**src/design/ksl_pkg.sv**
```systemverilog
// Package: shared constants and types for the keyed score list engine.
`timescale 1ns / 1ps
package ksl_pkg;
    localparam int CAPACITY = 32;
    localparam int IDX_W = $clog2(CAPACITY);
    localparam int CNT_W = $clog2(CAPACITY + 1);
    localparam int KEY_W = 32;
    localparam int SCORE_W = 16;
    localparam int REC_W = KEY_W + SCORE_W;

    localparam logic [2:0] CMD_INS_FRONT = 3'd0;
    localparam logic [2:0] CMD_INS_BACK = 3'd1;
    localparam logic [2:0] CMD_FIND = 3'd2;
    localparam logic [2:0] CMD_DELETE = 3'd3;
    localparam logic [2:0] CMD_UPDATE = 3'd4;
    localparam logic [2:0] CMD_SORT = 3'd5;

    localparam logic [1:0] ST_DONE = 2'd0;
    localparam logic [1:0] ST_MISS = 2'd1;
    localparam logic [1:0] ST_FULL = 2'd2;
endpackage

```
**src/design/ksl_ram.sv**
```systemverilog
// Generic single-port-write, single-read RAM with registered read data.
`timescale 1ns / 1ps
module ksl_ram #(
    parameter int WIDTH = 8,
    parameter int DEPTH = 16
) (
    input  logic                     clk,
    input  logic                     we,
    input  logic [$clog2(DEPTH)-1:0] waddr,
    input  logic [WIDTH-1:0]         wdata,
    input  logic [$clog2(DEPTH)-1:0] raddr,
    output logic [WIDTH-1:0]         rdata
);
    logic [WIDTH-1:0] mem [DEPTH];

    always_ff @(posedge clk)
    begin
        if (we)
        begin
            mem[waddr] <= wdata;
        end
        rdata <= mem[raddr];
    end
endmodule

```
**src/design/keyed_score_list_engine.sv**
```systemverilog
// Top level: ordered record list with search, shift and insertion sort over one RAM.
// Insert back writes the RAM on accept; find/update search the entries in order; insert
//   front and delete walk the list, one read and one write per entry.
// Sort: insertion sort, one RAM access pair per step.
// One word in flight at a time; the result register frees the input while it waits.
// Reset (rst_n low, async): list empty; RAM contents undefined, never read unwritten.
`timescale 1ns / 1ps
module keyed_score_list_engine (
    input  logic                            clk,
    input  logic                            rst_n,
    input  logic                            in_valid,
    output logic                            in_ready,
    input  logic [2:0]                      cmd,
    input  logic signed [ksl_pkg::KEY_W-1:0] key,
    input  logic [ksl_pkg::SCORE_W-1:0]     score,
    output logic                            out_valid,
    input  logic                            out_ready,
    output logic [1:0]                      status,
    output logic signed [ksl_pkg::KEY_W-1:0] found_key,
    output logic [ksl_pkg::SCORE_W-1:0]     found_score,
    output logic [5:0]                      entry_count
);
    import ksl_pkg::*;

    // One-hot sequencer states.
    typedef enum logic [8:0] {
        S_IDLE  = 9'b000000001,
        S_SRD   = 9'b000000010, // search: read issued
        S_SCMP  = 9'b000000100, // search: compare data
        S_SHRD  = 9'b000001000, // shift read issued
        S_SHWR  = 9'b000010000, // shift write
        S_ORD   = 9'b000100000, // sort outer: read element i
        S_OCAP  = 9'b001000000, // sort: capture element, read j-1
        S_ICMP  = 9'b010000000, // sort inner compare / move
        S_RESP  = 9'b100000000
    } state_t;

    state_t state_reg, state_next;
    logic [2:0]         cmd_reg, cmd_next;
    logic [KEY_W-1:0]   key_reg, key_next;
    logic [SCORE_W-1:0] score_reg, score_next;
    logic [CNT_W-1:0]   count_reg, count_next;
    logic [CNT_W-1:0]   i_reg, i_next;   // walk / outer index
    logic [CNT_W-1:0]   j_reg, j_next;   // inner index
    logic [REC_W-1:0]   hold_reg, hold_next; // record held by the sort
    logic               ov_reg, ov_next;
    logic [1:0]         st_reg, st_next;
    logic [KEY_W-1:0]   fk_reg, fk_next;
    logic [SCORE_W-1:0] fs_reg, fs_next;
    // result word waiting on the output side
    logic [1:0]         out_st_reg, out_st_next;
    logic [KEY_W-1:0]   out_fk_reg, out_fk_next;
    logic [SCORE_W-1:0] out_fs_reg, out_fs_next;
    logic [5:0]         out_cnt_reg, out_cnt_next;

    logic               we;
    logic [IDX_W-1:0]   waddr, raddr;
    logic [REC_W-1:0]   wdata, rdata;

    ksl_ram #(.WIDTH(REC_W), .DEPTH(CAPACITY)) u_ram (
        .clk(clk), .we(we), .waddr(waddr), .wdata(wdata),
        .raddr(raddr), .rdata(rdata)
    );

    assign in_ready    = (state_reg == S_IDLE);
    assign out_valid   = ov_reg;
    assign status      = out_st_reg;
    assign found_key   = out_fk_reg;
    assign found_score = out_fs_reg;
    assign entry_count = out_cnt_reg;

    always_comb
    begin
        state_next = state_reg;
        cmd_next = cmd_reg;
        key_next = key_reg;
        score_next = score_reg;
        count_next = count_reg;
        i_next = i_reg;
        j_next = j_reg;
        hold_next = hold_reg;
        ov_next = ov_reg;
        st_next = st_reg;
        fk_next = fk_reg;
        fs_next = fs_reg;
        out_st_next = out_st_reg;
        out_fk_next = out_fk_reg;
        out_fs_next = out_fs_reg;
        out_cnt_next = out_cnt_reg;
        we = 1'b0;
        waddr = '0;
        wdata = '0;
        raddr = '0;
        if (ov_reg && out_ready)
        begin
            ov_next = 1'b0;
        end
        unique case (state_reg)
            S_IDLE:
            begin
                if (in_valid && in_ready)
                begin
                    cmd_next = cmd;
                    key_next = key;
                    score_next = score;
                    st_next = ST_DONE;
                    fk_next = '0;
                    fs_next = '0;
                    i_next = '0;
                    state_next = S_RESP;
                    case (cmd) inside
                        CMD_INS_FRONT, CMD_INS_BACK:
                        begin
                            if (count_reg >= CNT_W'(CAPACITY))
                            begin
                                st_next = ST_FULL;
                            end
                            else if (cmd == CMD_INS_BACK || count_reg == '0)
                            begin
                                we = 1'b1;
                                waddr = IDX_W'(count_reg);
                                wdata = {key, score};
                                count_next = count_reg + 1'b1;
                            end
                            else
                            begin
                                // shift up from the tail
                                i_next = count_reg;
                                state_next = S_SHRD;
                            end
                        end
                        CMD_FIND, CMD_DELETE, CMD_UPDATE:
                        begin
                            state_next = S_SRD;
                        end
                        CMD_SORT:
                        begin
                            i_next = CNT_W'(1);
                            state_next = S_ORD;
                        end
                        default:
                        begin
                        end
                    endcase
                end
            end
            S_SRD:
            begin
                if (i_reg >= count_reg)
                begin
                    st_next = ST_MISS;
                    state_next = S_RESP;
                end
                else
                begin
                    raddr = IDX_W'(i_reg);
                    state_next = S_SCMP;
                end
            end
            S_SCMP:
            begin
                if (rdata[REC_W-1:SCORE_W] == key_reg)
                begin
                    fk_next = rdata[REC_W-1:SCORE_W];
                    fs_next = rdata[SCORE_W-1:0];
                    state_next = S_RESP;
                    if (cmd_reg == CMD_UPDATE)
                    begin
                        we = 1'b1;
                        waddr = IDX_W'(i_reg);
                        wdata = {key_reg, score_reg};
                        fs_next = score_reg;
                    end
                    else if (cmd_reg == CMD_DELETE)
                    begin
                        // close the gap: pull entries down from i+1
                        count_next = count_reg - 1'b1;
                        state_next = S_SHRD;
                    end
                end
                else
                begin
                    i_next = i_reg + 1'b1;
                    state_next = S_SRD;
                end
            end
            S_SHRD:
            begin
                if (cmd_reg == CMD_DELETE)
                begin
                    if (i_reg >= count_reg)
                    begin
                        state_next = S_RESP;
                    end
                    else
                    begin
                        raddr = IDX_W'(i_reg + 1'b1);
                        state_next = S_SHWR;
                    end
                end
                else if (i_reg == '0)
                begin
                    we = 1'b1;
                    waddr = '0;
                    wdata = {key_reg, score_reg};
                    count_next = count_reg + 1'b1;
                    state_next = S_RESP;
                end
                else
                begin
                    raddr = IDX_W'(i_reg - 1'b1);
                    state_next = S_SHWR;
                end
            end
            S_SHWR:
            begin
                we = 1'b1;
                waddr = IDX_W'(i_reg);
                wdata = rdata;
                i_next = (cmd_reg == CMD_DELETE) ? i_reg + 1'b1 : i_reg - 1'b1;
                state_next = S_SHRD;
            end
            S_ORD:
            begin
                if (i_reg >= count_reg)
                begin
                    state_next = S_RESP;
                end
                else
                begin
                    raddr = IDX_W'(i_reg);
                    j_next = i_reg;
                    state_next = S_OCAP;
                end
            end
            S_OCAP:
            begin
                // rdata holds element i; j = i > 0 always here
                hold_next = rdata;
                raddr = IDX_W'(j_reg - 1'b1);
                state_next = S_ICMP;
            end
            S_ICMP:
            begin
                // rdata holds element j-1 while j > 0
                if (j_reg != '0 && rdata[SCORE_W-1:0] > hold_reg[SCORE_W-1:0])
                begin
                    // move the larger record up one slot, read the next lower one
                    we = 1'b1;
                    waddr = IDX_W'(j_reg);
                    wdata = rdata;
                    j_next = j_reg - 1'b1;
                    raddr = (j_reg == CNT_W'(1)) ? '0 : IDX_W'(j_reg - 2'd2);
                end
                else
                begin
                    // drop the held record into its slot
                    we = 1'b1;
                    waddr = IDX_W'(j_reg);
                    wdata = hold_reg;
                    i_next = i_reg + 1'b1;
                    state_next = S_ORD;
                end
            end
            S_RESP:
            begin
                if (!ov_reg || out_ready)
                begin
                    ov_next = 1'b1;
                    out_st_next = st_reg;
                    out_fk_next = fk_reg;
                    out_fs_next = fs_reg;
                    out_cnt_next = 6'(count_reg);
                    state_next = S_IDLE;
                end
            end
            default:
            begin
                state_next = S_IDLE;
            end
        endcase
    end

    always_ff @(posedge clk or negedge rst_n)
    begin
        if (!rst_n)
        begin
            state_reg <= S_IDLE;
            count_reg <= '0;
            ov_reg <= 1'b0;
        end
        else
        begin
            state_reg <= state_next;
            count_reg <= count_next;
            ov_reg <= ov_next;
        end
    end

    always_ff @(posedge clk)
    begin
        cmd_reg <= cmd_next;
        key_reg <= key_next;
        score_reg <= score_next;
        i_reg <= i_next;
        j_reg <= j_next;
        hold_reg <= hold_next;
        st_reg <= st_next;
        fk_reg <= fk_next;
        fs_reg <= fs_next;
        out_st_reg <= out_st_next;
        out_fk_reg <= out_fk_next;
        out_fs_reg <= out_fs_next;
        out_cnt_reg <= out_cnt_next;
    end

    a_count_cap: assert property (@(posedge clk) disable iff (!rst_n)
        count_reg <= CNT_W'(CAPACITY)) else $error("count beyond capacity");
    a_no_accept_busy: assert property (@(posedge clk) disable iff (!rst_n)
        (state_reg != S_IDLE) |-> !in_ready) else $error("ready while busy");
    a_write_in_range: assert property (@(posedge clk) disable iff (!rst_n)
        we |-> (CNT_W'(waddr) <= count_reg)) else $error("write past list end");
endmodule
```
**config.mk**
```make
export PLATFORM = sky130hd
export DESIGN_NAME = keyed_score_list_engine
export DESIGN_NICKNAME = d
export VERILOG_FILES = /design/src/design/ksl_pkg.sv /design/src/design/ksl_ram.sv /design/src/design/keyed_score_list_engine.sv
export SDC_FILE = /design/constraint.sdc
export NUM_CORES = 2
export LEC_CHECK = 0
export BUFFER_PORTS_ARGS = -buffer_cell sky130_fd_sc_hd__buf_2
export CAP_MARGIN = 20
export CORE_ASPECT_RATIO = 1.1
export CORE_UTILIZATION = 54
export DETAILED_ROUTE_END_ITERATION = 12
export PLACE_DENSITY = 0.7
export SKIP_LAST_GASP = 1
export SLEW_MARGIN = 20
export SYNTH_ARGS = -nofsm -noshare
export SYNTH_HDL_FRONTEND = slang
export SYNTH_HIERARCHICAL = 1
export SYNTH_SLANG_ARGS = --single-unit
```
**constraint.sdc**
```tcl
create_clock -name clk -period 8.3 [get_ports clk]
set_input_delay 0.415 -clock clk [delete_from_list [all_inputs] [get_ports clk]]
set_output_delay 0.415 -clock clk [all_outputs]
set_load 0.05 [all_outputs]
```
# After elaboration in Yosys (flattened, before gate mapping)
# Memory sizes are Yosys's and may differ from the RTL's. A register that Yosys moved wholly into a read port is not among the register bits.
# Cells that the tools add are included.
# totals
memories	1
register_bits	233
rom_bits	0
wordCells	176
output_inout_bits	58
latch_bits	0
in_bits	55
ramBits	1536
# memory_table
name	depth	width	read_ports	rd_clocked_by_memory_dff	write_ports	line_no	text
u_ram.mem	32	48	1	1	1	ksl_ram.sv:14	logic [WIDTH-1:0] mem [DEPTH];
# classes
n_reduce_logical	27
n_eq_ne	33
n_lt_le_gt_ge	3
mux	90
multipliers	0
addsub	6
div	0
shifts	0
n_bitwise	0
# op_table
cell	n
2-to-1 mux 48 bit	9
one-hot mux 48 bit (5 select lines)	1
2-to-1 mux 9 bit	16
2-to-1 mux 6 bit	18
one-hot mux 9 bit (9 select lines)	1
2-to-1 mux 32 bit	2
one-hot mux 32 bit (2 select lines)	1
2-to-1 mux 5 bit	12
2-to-1 mux 16 bit	3
one-hot mux 5 bit (4 select lines)	2
== test 32 bit	1
one-hot mux 16 bit (2 select lines)	1
inequality test 2 bit (second input constant)	12
one-hot mux 6 bit (4 select lines)	1
one-hot mux 6 bit (3 select lines)	1
subtractor 6 x 1 -> 6 bit (second input constant)	3
greater-than comparator 16 bit	1
2-to-1 mux 1 bit	15
adder 6 x 1 -> 6 bit (second input constant)	2
zero test 6 bit	2
one-hot mux 6 bit (2 select lines)	1
AND reduction 3 bit	4
AND reduction 10 bit	1
== test 3 x 2 -> 1 bit (second input constant)	3
other kinds (31)	46

# Depth between registers and ports, before layout
# logic_depth
depth_word	9
depth_mapped	19
ltp_nobuf	14

# By module
# The synthesis kept the hierarchy.
# by_module_without_submodules
module	instances	area_each_um2	cells_per_inst
ksl_ram	1	60724.5	3364
keyed_score_list_engine	1	11562.3	933

# Least setup slack after synthesis
# OpenSTA, ideal clock, no wires.
# synth_path
kind	flip-flop to flip-flop
start	register state_reg[7]
end	memory u_ram/mem[28][0] (netlist bit), enable pin
t_required_ns	7.846
stages_incl_launch_ff	14
n_path_buf	4
slack_ns	3.132
t_arrival_ns	4.714
path_cell_list	dfrtp_1 -> buf_6 -> or3_4 -> nor3_4 -> nand3_2 -> nor4_4 -> and2_1 -> buf_4 -> buf_6 -> nor2_1 -> nand2_1 -> or3b_2 -> clkbuf_1 -> nor2_1
# synth_via
elab_chain_cells	6
elab_cells_between_ends	13
# synth_lines
item	line_no	text
start: declaration	keyed_score_list_engine.sv:38	state_t state_reg, state_next;
start signal: assignment	keyed_score_list_engine.sv:294	state_reg <= state_next;
== test 9 x 1 -> 1 bit	keyed_score_list_engine.sv:65, keyed_score_list_engine.sv:98	
logical AND 1 bit	keyed_score_list_engine.sv:101	if (in_valid && in_ready)
2-to-1 mux 1 bit	keyed_score_list_engine.sv:101	
one-hot mux 1 bit (4 select lines) (*)	keyed_score_list_engine.sv:98	unique case (state_reg)
named net we	keyed_score_list_engine.sv:56	logic we;
2-to-1 mux 1 bit (*)	ksl_ram.sv:18	if (we)
2-to-1 mux 1 bit (implied by the code) (*)	ksl_ram.sv:20	mem[waddr] <= wdata;
end: declaration	ksl_ram.sv:14	
# Mark *: on every way through the listed nets, which the timed path passes. The rest lies on a longest branch.

# Worst setup path after layout
# layout_path
start	register key_reg[20]
end	memory u_ram/mem[18][37] (netlist bit), enable pin
# layout_via
elab_cells_between_ends	7
# layout_rtl
item	line_no	text
start: declaration	keyed_score_list_engine.sv:40	logic [KEY_W-1:0] key_reg, key_next;
start signal: assignment	keyed_score_list_engine.sv:303	key_reg <= key_next;
== test 32 bit	keyed_score_list_engine.sv:162	if (rdata[REC_W-1:SCORE_W] == key_reg)
2-to-1 mux 5 bit	keyed_score_list_engine.sv:162	
one-hot mux 5 bit (4 select lines)	keyed_score_list_engine.sv:98	
named net waddr[4]	keyed_score_list_engine.sv:57	logic [IDX_W-1:0] waddr, raddr;
# The timed path passes the listed nets, and every way through them passes these cells.

==> metrics.txt <==
outcome=complete, no violations; Worst R2R Start=key_reg[20]$_DFFE_PP_; Core Rows=140; CP Launch Point=key_reg[20]$_DFFE_PP_; Async S/R FF share, synth=0.8806%; H-Tree Depth=4; clock sinks=1817; Final Critical Period=6.321 ns; largest net degree at the start of global routing=125; drc violations=0; die height=385.7 microns; Vias/cell=6.211; post-synthesis compound-gate area fraction=6.210%; Synth top area share=72.82%; Post-Syn Instances=4297; Vias=40000; Post-Synth XOR/XNOR Area=0.6422%; Period Utilization, post-route=76.16%; synthesized area per cell=16.82 sq um; GR Util All Layers=26.91%; worst rel slew slack=25.26%; Synth area leaders=edfxtp_1 (73%), mux2i_1 (11%), a22oi_1 (1.6%); Cells after DPL=6076; vias in the first global route=38280; CTS tree=built; worst skew pair latency=0.80 ns; Final Core Density=61.13%; CP startpoint kind=flip-flop; proportion of layout cells with a drive suffix above 1=11.67%; synth warn=6; Core ar.=0.1326 sq mm; grt ovf=0; RSZ-0062 raised after global routing=false; synthesized net count=4385; maximum VDD drop=0.2618 mV; Post-Synth Adder-Cell Area=0.5816%; unique cell type count in the Yosys netlist=67; FF-to-FF path depth=11; Slew Viols, Final=0; Avg WL per Cell=28.26 microns; Final nets=4617; Area Growth Syn to Fin=12.13%; R2R setup slack=1.98 ns; Yosys top cell by area=edfxtp_1; reg2reg end=u_ram/mem[18][37]$_DFFE_PP_; Leakage=0.02468 uW; crit end category=flip-flop; pwr dens=266.0 mW/mm^2; Critical Path AT=6.73 ns; root buffer cell=clkbuf_16; CP Capture Point=u_ram/mem[18][37]$_DFFE_PP_; CTS max path bufs=3; CP Max Fanout=29; clock skew=0.03819 ns; initial antenna violation count=8; Mapped Area=0.07229 sq mm; part of the Yosys area used for sequential elements=74.71%; GP Congestion=0.9018; DPL Wire Length=100.4 mm; max_cap viols=0; I/O Buffers=112; Post-CTS Resized=0; mux contribution to synthesized area=11.37%; hold bufs inserted after CTS=54; Initial DRC Count=5203; Setup CP Type=reg2reg; Setup Fix Bufs, Post-CTS=0; commonest non-fill, non-tap cell in the layout=edfxtp_1; WL final=182.0 mm; commonest register cell after synthesis=edfxtp_1; Slew @ Worst Pin=1.121 ns; endpoints failing setup=0; non-filler cells, final=6440; Hold WC Path Type=in2async; synthesis-stage register bit count=1817; commonest cells after routing, fill and taps aside=edfxtp_1 (1753), mux2i_1 (820), nand2_1 (253); worst endpoint required time=8.71 ns; max FFs per register=1536; Max Fclk=158.2 MHz; Starting Density=54.51%; Worst-path clk slew=0.07 ns; Die X-Extent=350.9 microns; DR pass1 iterations=6; I/O pin count=113; Die Area=0.1353 sq mm; number of flops mapped to enable cells by yosys=1753; Num CTS Buffers=168; final hold violations=0; first-pass GRT wire length=261.3 mm; Routed Antenna Nets=0; largest family of logic cells by synthesized area=multiplexers; simple-gate share of the synthesized area=4.196%; Setup TNS Final=0 ns
==> critical path, stage by stage (launching register included) <==
cell	delay [ns]
edfxtp_1	0.43
xor2_1	0.22
nor4_1	0.62
nand4_1	0.55
nor4_4	0.53
and2_2	0.64
buf_4	0.54
o21ai_0	0.16
nand2_1	0.24
or3b_2	0.61
nor2_4	0.72
buf_4	0.62
==> logic make-up (layout without fill, tap and decap cells) <==
| group | Yosys count | after routing |
|---|---|---|
| other | 0 | 4 |
| AOI/OAI and AO/OA | 643 | 643 |
| xor gates and xnor gates | 53 | 53 |
| buffers and inverters | 278 | 642 |
| muxes | 821 | 821 |
| adders and majority gates | 33 | 33 |
| and+or+nand+nor | 652 | 652 |
| DFF | 1817 | 1817 |
==> layer usage <==
layer | vias up | part of all wire (%) | global-route usage [%]
met4 | 4 | 2.8 | 8.208
li1 | 17420 | - | -
met1 | 20180 | 40 | 37.42
met5 | - | 0.012 | 0
met3 | 318 | 10 | 5.203
met2 | 2081 | 48 | 43.13
==> synth_stat cells (48+ instances only) <==
| master | count |
|---|---|
| nand3_1 | 152 |
| nand2_1 | 254 |
| a22oi_1 | 151 |
| dfxtp_1 | 48 |
| a21oi_1 | 185 |
| a22o_1 | 103 |
| a31oi_1 | 53 |
| buf_6 | 48 |
| mux2i_1 | 820 |
| nor3_1 | 61 |
| edfxtp_1 | 1753 |
| nor2_1 | 87 |
| clkbuf_1 | 94 |
==> metrics by stage <==
step                hold WS, ns  power (uW)  cell area (sq um)  worst slack [ns]
floorplan                0.1194       13200              72290             3.132
global placement         0.3542       14180              75160             2.434
detailed placement       0.3578       14240              75160             2.363
CTS                     0.02552       21590              80950             2.313
global route             0.1000       22210              81050             1.997
finish                  0.06912       21560              81060             1.979
==> power breakdown <==
group | leakage, uW | switching (uW) | internal [uW]
logic | 0.00625 | 2070 | 1040
clock network | 0.00256 | 3220 | 4220
registers | 0.0159 | 408 | 10600
total | 0.0247 | 5700 | 15900
==> cell type report <==
type / instances / area [sq um]
timing repair buffer: 305 / 2415
clock buffer: 224 / 4561
inverter: 35 / 132.6
fill: 9369 / 51550
multi-input combinational: 2202 / 17030
sequential: 1817 / 54000
clock inverter: 78 / 684.4
tap: 1775 / 2221
antenna: 4 / 10.01
==> how the worst min path moves through the flow <==
| stage | to | slack [ns] |
|---|---|---|
| after floorplan | count_reg[0]$_DFFE_PN0P_ | 0.12 |
| after global placement | count_reg[2]$_DFFE_PN0P_ | 0.35 |
| after detailed placement | count_reg[3]$_DFFE_PN0P_ | 0.36 |
| after CTS | state_reg[7]$_DFFE_PN0P_ | 0.03 |
| after global routing | state_reg[7]$_DFFE_PN0P_ | 0.10 |
| final | count_reg[5]$_DFFE_PN0P_ | 0.07 |
No activity file was read; power rests on OpenSTA's default activity.
